$ cat src/hw/rtl/tkr_pkg.sv
// ----------------------------------------------------------------------------
// tkr_pkg: shared types and constants of the top-K rank insertion sorter
// Holds the transaction payload types, the mode codes and the default depth.
// ----------------------------------------------------------------------------
package tkr_pkg;

  localparam int KEEP_COUNT_DEF = 10;
  localparam int SCORE_W        = 32;
  localparam int ID_W           = 32;
  localparam int MODE_W         = 2;
  localparam int SLOT_W         = 4;

  localparam logic [MODE_W-1:0] MODE_OFFER = 2'd0;
  localparam logic [MODE_W-1:0] MODE_CLEAR = 2'd1;
  localparam logic [MODE_W-1:0] MODE_READ  = 2'd2;

  typedef struct packed {
    logic [MODE_W-1:0]  mode;
    logic [SCORE_W-1:0] score;
    logic [ID_W-1:0]    doc_id;
  } req_t;

  typedef struct packed {
    logic [SCORE_W-1:0] score_res;
    logic [ID_W-1:0]    doc_id_res;
    logic [SLOT_W-1:0]  slot;
    logic               last;
  } rsp_t;

  typedef struct packed {
    logic [SCORE_W-1:0] score;
    logic [ID_W-1:0]    doc_id;
  } entry_t;

endpackage

$ cat src/hw/rtl/tkr_req_if.sv
// ----------------------------------------------------------------------------
// tkr_req_if: request channel of the top-K rank insertion sorter
// Carries valid, ready and one request payload per transaction.
// ----------------------------------------------------------------------------
interface tkr_req_if;
  logic          valid;
  logic          ready;
  tkr_pkg::req_t data;

  modport source (output valid, output data, input ready);
  modport sink (input valid, input data, output ready);
endinterface

$ cat src/hw/rtl/tkr_rsp_if.sv
// ----------------------------------------------------------------------------
// tkr_rsp_if: result channel of the top-K rank insertion sorter
// Carries valid, ready and one read-out entry per transaction.
// ----------------------------------------------------------------------------
interface tkr_rsp_if;
  logic          valid;
  logic          ready;
  tkr_pkg::rsp_t data;

  modport source (output valid, output data, input ready);
  modport sink (input valid, input data, output ready);
endinterface

$ cat src/hw/rtl/top_k_rank_insertion.sv
// ----------------------------------------------------------------------------
// top_k_rank_insertion: top-K insertion sorter
// Keeps the KEEP_COUNT best scored documents in descending order, with
// offer, clear and full read-out requests.
// ----------------------------------------------------------------------------
//   Channel  Direction  Payload                               Handshake
//   req      in         mode, score, doc_id                   valid/ready
//   rsp      out        score_res, doc_id_res, slot, last     valid/ready
//
// Offer and clear requests are accepted every cycle while no read-out is busy.
// A read-out request emits KEEP_COUNT transactions, one per cycle while rsp
// is taken; the store rotates by one entry per emitted result, and req
// stays not ready until the last entry has been loaded into the output
// register. A stall on rsp holds the output register and pauses the read-out.
// Reset clears the store to zero scores and ids and empties the output.
// ----------------------------------------------------------------------------
module top_k_rank_insertion #(
  parameter int KEEP_COUNT = tkr_pkg::KEEP_COUNT_DEF
) (
  input  logic     clk,
  input  logic     rst,
  tkr_req_if.sink  req,
  tkr_rsp_if.source rsp
);

  localparam int CNT_W = (KEEP_COUNT > 1) ? $clog2(KEEP_COUNT) : 1;
  localparam logic [CNT_W-1:0] CNT_LAST = CNT_W'(KEEP_COUNT - 1);

  tkr_pkg::entry_t store [KEEP_COUNT];
  tkr_pkg::entry_t store_next [KEEP_COUNT];
  logic [KEEP_COUNT-1:0] above;

  logic             busy;
  logic [CNT_W-1:0] cnt;
  logic             out_valid;
  tkr_pkg::rsp_t    out_data;

  logic             req_take;
  logic             load;
  logic [CNT_W+3:0] slot_wide;

  assign req.ready = !busy;
  assign req_take  = req.valid && !busy;
  assign load      = busy && (!out_valid || rsp.ready);
  assign slot_wide = {4'b0000, cnt};

  assign rsp.valid = out_valid;
  assign rsp.data  = out_data;

  always_comb begin
    for (int i = 0; i < KEEP_COUNT; i++) begin
      above[i] = req.data.score > store[i].score;
    end
    for (int i = 0; i < KEEP_COUNT; i++) begin
      store_next[i] = store[i];
    end
    if (load) begin
      for (int i = 0; i < KEEP_COUNT; i++) begin
        store_next[i] = store[(i + 1) % KEEP_COUNT];
      end
    end else if (req_take && req.data.mode == tkr_pkg::MODE_CLEAR) begin
      for (int i = 0; i < KEEP_COUNT; i++) begin
        store_next[i] = '0;
      end
    end else if (req_take && req.data.mode == tkr_pkg::MODE_OFFER && above[KEEP_COUNT-1]) begin
      for (int i = 0; i < KEEP_COUNT; i++) begin
        if (above[i]) begin
          if (i > 0 && above[(i > 0) ? i - 1 : 0]) begin
            store_next[i] = store[(i > 0) ? i - 1 : 0];
          end else begin
            store_next[i].score  = req.data.score;
            store_next[i].doc_id = req.data.doc_id;
          end
        end
      end
    end
  end

  always_ff @(posedge clk) begin
    if (rst) begin
      for (int i = 0; i < KEEP_COUNT; i++) begin
        store[i] <= '0;
      end
    end else begin
      for (int i = 0; i < KEEP_COUNT; i++) begin
        store[i] <= store_next[i];
      end
    end
  end

  always_ff @(posedge clk) begin
    if (rst) begin
      busy      <= 1'b0;
      cnt       <= '0;
      out_valid <= 1'b0;
    end else begin
      if (load) begin
        out_valid <= 1'b1;
        if (cnt == CNT_LAST) begin
          busy <= 1'b0;
          cnt  <= '0;
        end else begin
          cnt <= cnt + 1'b1;
        end
      end else begin
        if (rsp.ready) begin
          out_valid <= 1'b0;
        end
        if (req_take && req.data.mode == tkr_pkg::MODE_READ) begin
          busy <= 1'b1;
          cnt  <= '0;
        end
      end
    end
  end

  always_ff @(posedge clk) begin
    if (load) begin
      out_data.score_res  <= store[0].score;
      out_data.doc_id_res <= store[0].doc_id;
      out_data.slot       <= slot_wide[3:0];
      out_data.last       <= (cnt == CNT_LAST);
    end
  end

endmodule

$ cat src/flat_wrapper.sv
// flat-port wrapper written by rule: the top's interface ports become plain ports
module top_k_rank_insertion_flat 
#(
  parameter int KEEP_COUNT = tkr_pkg::KEEP_COUNT_DEF
)
  (clk, rst, req_valid, req_data, req_ready, rsp_valid, rsp_data, rsp_ready);
  tkr_req_if req_i ();
  tkr_rsp_if rsp_i ();
  input  logic clk;
  input  logic rst;
  input wire logic [$bits(req_i.valid)-1:0] req_valid;
  input wire logic [$bits(req_i.data)-1:0] req_data;
  output wire logic [$bits(req_i.ready)-1:0] req_ready;
  output wire logic [$bits(rsp_i.valid)-1:0] rsp_valid;
  output wire logic [$bits(rsp_i.data)-1:0] rsp_data;
  input wire logic [$bits(rsp_i.ready)-1:0] rsp_ready;
  assign req_i.valid = req_valid;
  assign req_i.data = req_data;
  assign req_ready = req_i.ready;
  assign rsp_valid = rsp_i.valid;
  assign rsp_data = rsp_i.data;
  assign rsp_i.ready = rsp_ready;
  top_k_rank_insertion #(.KEEP_COUNT(KEEP_COUNT)) u_core (.clk(clk), .rst(rst), .req(req_i), .rsp(rsp_i));
endmodule
$ cat config.mk
export PLATFORM = sky130hd
export DESIGN_NAME = top_k_rank_insertion_flat
export DESIGN_NICKNAME = d
export VERILOG_FILES = /design/src/hw/rtl/tkr_pkg.sv /design/src/hw/rtl/tkr_req_if.sv /design/src/hw/rtl/tkr_rsp_if.sv /design/src/hw/rtl/top_k_rank_insertion.sv /design/src/flat_wrapper.sv
export SDC_FILE = /design/constraint.sdc
export NUM_CORES = 2
export LEC_CHECK = 0
export BUFFER_PORTS_ARGS = -buffer_cell sky130_fd_sc_hd__buf_2
export CAP_MARGIN = 20
export CORE_MARGIN = 4
export CORE_UTILIZATION = 24
export DETAILED_ROUTE_END_ITERATION = 8
export PLACE_DENSITY = 0.36
export SLEW_MARGIN = 40
export SYNTH_ARGS = -nofsm -noshare
export SYNTH_HDL_FRONTEND = slang
export SYNTH_SLANG_ARGS = --single-unit
$ cat constraint.sdc
create_clock -name clk -period 5 [get_ports clk]
set_clock_uncertainty 0.05 [all_clocks]
set_input_delay 0.75 -clock clk [delete_from_list [all_inputs] [get_ports clk]]
set_output_delay 0.75 -clock clk [all_outputs]
set_load 0.05 [all_outputs]
==> impl_metrics.yaml <==
power_and_ir_drop:
  p_int_mw: 12.9
  p_seq_share_pct: 34.8
  total_power_mw: 20.4
  power_density_mw_per_mm2: 402
  vdd_drop_max_mv: 0.278
  clockPowerShare_pct: 35.5
  leakagePower_nw: 18.2
  switching_share_pct: 36.6
  comb_power_share_pct: 29.7
  switchingPower_mw: 7.46
sta:
  tns_ns: 0
  drv_slew: 0
  hold_violations: 0
  worst_pin_slew_ns: 0.996
  setup_slack_ns: 0.829
  layout_min_cycle_time_ns: 4.17
  maxSlewHeadroom_pct: 33.6
  grt_setup_unrepaired: "false"
  max_freq_mhz: 240
  fin_crit_sh_pct: 83.4
  finalSetupViolCount: 0
synthesis:
  ys_seq_area_share_pct: 34.4
  synth.most_common_cell: "dfxtp_1"
  synth_compound_area_share_pct: 28.9
  synth_fp_nets: 5598
  synth-edff-count: 69
  ys.flop_type: "dfxtp_1"
  netlist_area_sq_mm: 0.0436
  ys_seq_elements: 715
  synthDistinctLibCells: 63
  synth_top_area_share_pct: 29.7
  synthTopCellsByCount: "dfxtp_1 (646), nor2_1 (570), nand2_1 (507)"
  synth_mux_area_share_pct: 5.21
  synth-xor-area-share_pct: 0
  syn_avg_cell_area_sq_um: 8.37
  syn_inst: 5206
  ys.warnings.count: 0
  synth.top_cells.by_area: "dfxtp_1 (30%), ha_1 (9.2%), a21oi_1 (5.0%)"
  synth_top_area_cell: "dfxtp_1"
  async_reset_ff_share_pct: 0
  synthSimpleGateAreaFrac_pct: 13.5
  synthAdderAreaFrac_pct: 9.24
  synth_top_family_by_area: "compound AO/OA/AOI/OAI gates"
global_routing:
  use_met3_pct: 2.12
  grt_overflow: 0
  antenna_found_initial: 11
  grt_use_met2_pct: 31.9
  grt_pass1_vias: 39400
  grt_use_total_pct: 19.5
  grt_max_degree: 151
  grt_first_pass_wirelength_um: 278000
  top_usage_layer: "met2"
  grt.met1_usage_pct: 27.4
worst_setup_path:
  worstReg2RegStart: "u_core.store[0][637]"
  arrival_ns: 4.73
  critPathLaunchType: "flip-flop"
  endpoint_kind: "flip-flop"
  rrSetupSlack_ns: 0.83
  crit_type: "flip-flop to flip-flop"
  r2r_cells: 12
  critPathRequiredTime_ns: 5.56
  reg2reg_to: "u_core.store[0][198]"
  cp_max_fo: 20
status:
  status: "finished, final reports clean"
route:
  post_drt_wl_per_cell_um: 24.9
  via_per_inst: 5.30
  wirelength_um: 189000
  drt-initial-drc-count: 2613
  route.detailed.drc: 0
  drtPass1Iterations: 5
  via_count: 40200
  ant_nets: 0
hold_path:
  hold_end: "u_core.rsp.valid"
  hold_path.startpoint: "rsp_ready"
  hold_class: "input pin to flip-flop"
  hold_depth: 3
layout:
  num-fill-cells: 19400
  layout-area-overhead-vs-synth_pct: 16.3
  regArea_sq_mm: 0.0150
  layout.nets: 5517
  multi_input_area_sq_mm: 0.0250
  stdcell_area_sq_mm: 0.0507
  final_layout_size_suffix_gt1_share_pct: 13.4
placed_design:
  place_ws_ns: 0.423
  io_buffers: 140
  hpwl_um: 119000
  gp_congestion: 0.816
  dpl-instance-area_sq_mm: 0.0474
floorplanning:
  rows: 156
  die-width_um: 434
  die-area_sq_mm: 0.188
  pin_count: 141
  start_util_pct: 24.1
  die_h_um: 434
  design.core.area_sq_mm: 0.181
cts:
  clock_sinks: 715
  cts_hold_buf: 0
  cts_made_buffers: 96
  clkSlewWorstSetupHoldPaths_ns: 0.06
  htree_num_levels: 3
  cts_tree: "yes"
  clockBufferDepth: 3
  insertion_delay_ns: 0.73
  post-cts-setup-buffers: 0
  cts-root-buf: "clkbuf_16"
  ctsResizeCount: 0
run:
  max-cap-violations: 0
[worst max path at each step]
stage | slack [ns] | end | start | cells after the start
6_report | 0.83 | u_core.store[0][198] | u_core.store[0][637] | 12
5_1_grt | 0.72 | u_core.store[0][194] | u_core.store[0][635] | 12
4_1_cts | 1.04 | u_core.store[0][209] | u_core.store[0][637] | 12
3_5_place_dp | 0.42 | u_core.store[0][215] | req_data[63] | 12
3_3_place_gp | 0.50 | u_core.store[0][223] | req_data[49] | 12
2_1_floorplan | 0.75 | u_core.store[0][311] | rsp_ready | 8
[final cells by class]
type | count | share of cell area (%)
multi-input cells | 3560 | 49.3
flip-flops and latches | 715 | 29.6
well taps | 2370 | 5.85
clock buffers | 158 | 5.75
repair buffers | 284 | 5.39
inverters | 468 | 3.48
clock inverters | 18 | 0.627
diodes | 7 | 0.0345
[placed cells by master (no fill, tap or decap), drive strengths merged, types with 4 or more instances in the layout]
cell	instances
nor4	9
nor2b	43
a311oi	227
o211ai	12
a221o	10
a41oi	5
a211oi	161
o31a	65
o221ai	67
mux2	128
a31oi	195
buf	284
dfxtp	646
nand3	90
o21a	11
inv	470
o21ai	38
a21oi	436
a21o	48
ha	322
clkinv	11
a221oi	330
diode	7
edfxtp	69
nor2	571
nand4	64
and2	4
and4	10
nand2	507
a22oi	36
bufinv	5
mux2i	64
nor3	76
clkbuf	158
[power by group through the flow]
stage / Sequential [mW] / Clock (mW) / Combinational (mW)
final: 7.08 / 7.22 / 6.06
after global routing: 7.16 / 7.70 / 6.65
after CTS: 7.08 / 7.48 / 6.10
after global placement: 7.21 / 0 / 6.04
after floorplan: 7.03 / 0 / 3.92
after detailed placement: 7.20 / 0 / 6.08
[per-stage QoR]
stage | cells | utilization (%) | hold slack [ns]
after global routing | 7573 | 28.0 | 0.284
after floorplan | 5206 | - | 0.402
final | 7580 | 28.1 | 0.297
after detailed placement | 7394 | 26.2 | 0.422
after CTS | 7570 | 28.0 | 0.209
after global placement | 7394 | 26.2 | 0.420
[cells by family (layout without fill, tap and decap cells)]
family,after synthesis,in the layout
muxes,192,192
AOI/OAI and AO/OA,1656,1656
adders and majority gates,322,322
buffers and inverters,931,928
DFF,715,715
other,0,7
and+or+nand+nor,1390,1390
[metal layers]
metal | part of all wire [%] | wire length, um | vias to the layer above
li1 | - | - | 19200
met1 | 48 | 90400 | 20000
met2 | 46 | 87300 | 798
met3 | 3.9 | 7360 | 186
met4 | 1.9 | 3530 | 2
met5 | 0.0037 | 7 | -
[registers in the layout, summed over array words and instances, names as in the netlist]
name,count
u_core.cnt,4
u_core.rsp.data,69
u_core.store,640
u_core.busy,1
u_core.rsp.valid,1
[critical path, stage by stage, from the launching register on]
cell	delay, ns
dfxtp_1	0.33
inv_1	0.09
ha_1	0.31
nand4_1	0.24
nor4_1	0.91
a21boi_0	0.36
o311a_1	0.25
or2_1	0.40
a31oi_4	0.28
buf_12	0.27
buf_12	0.19
a21oi_1	0.05
a221oi_1	0.28
(Power assumes the default switching activity.)
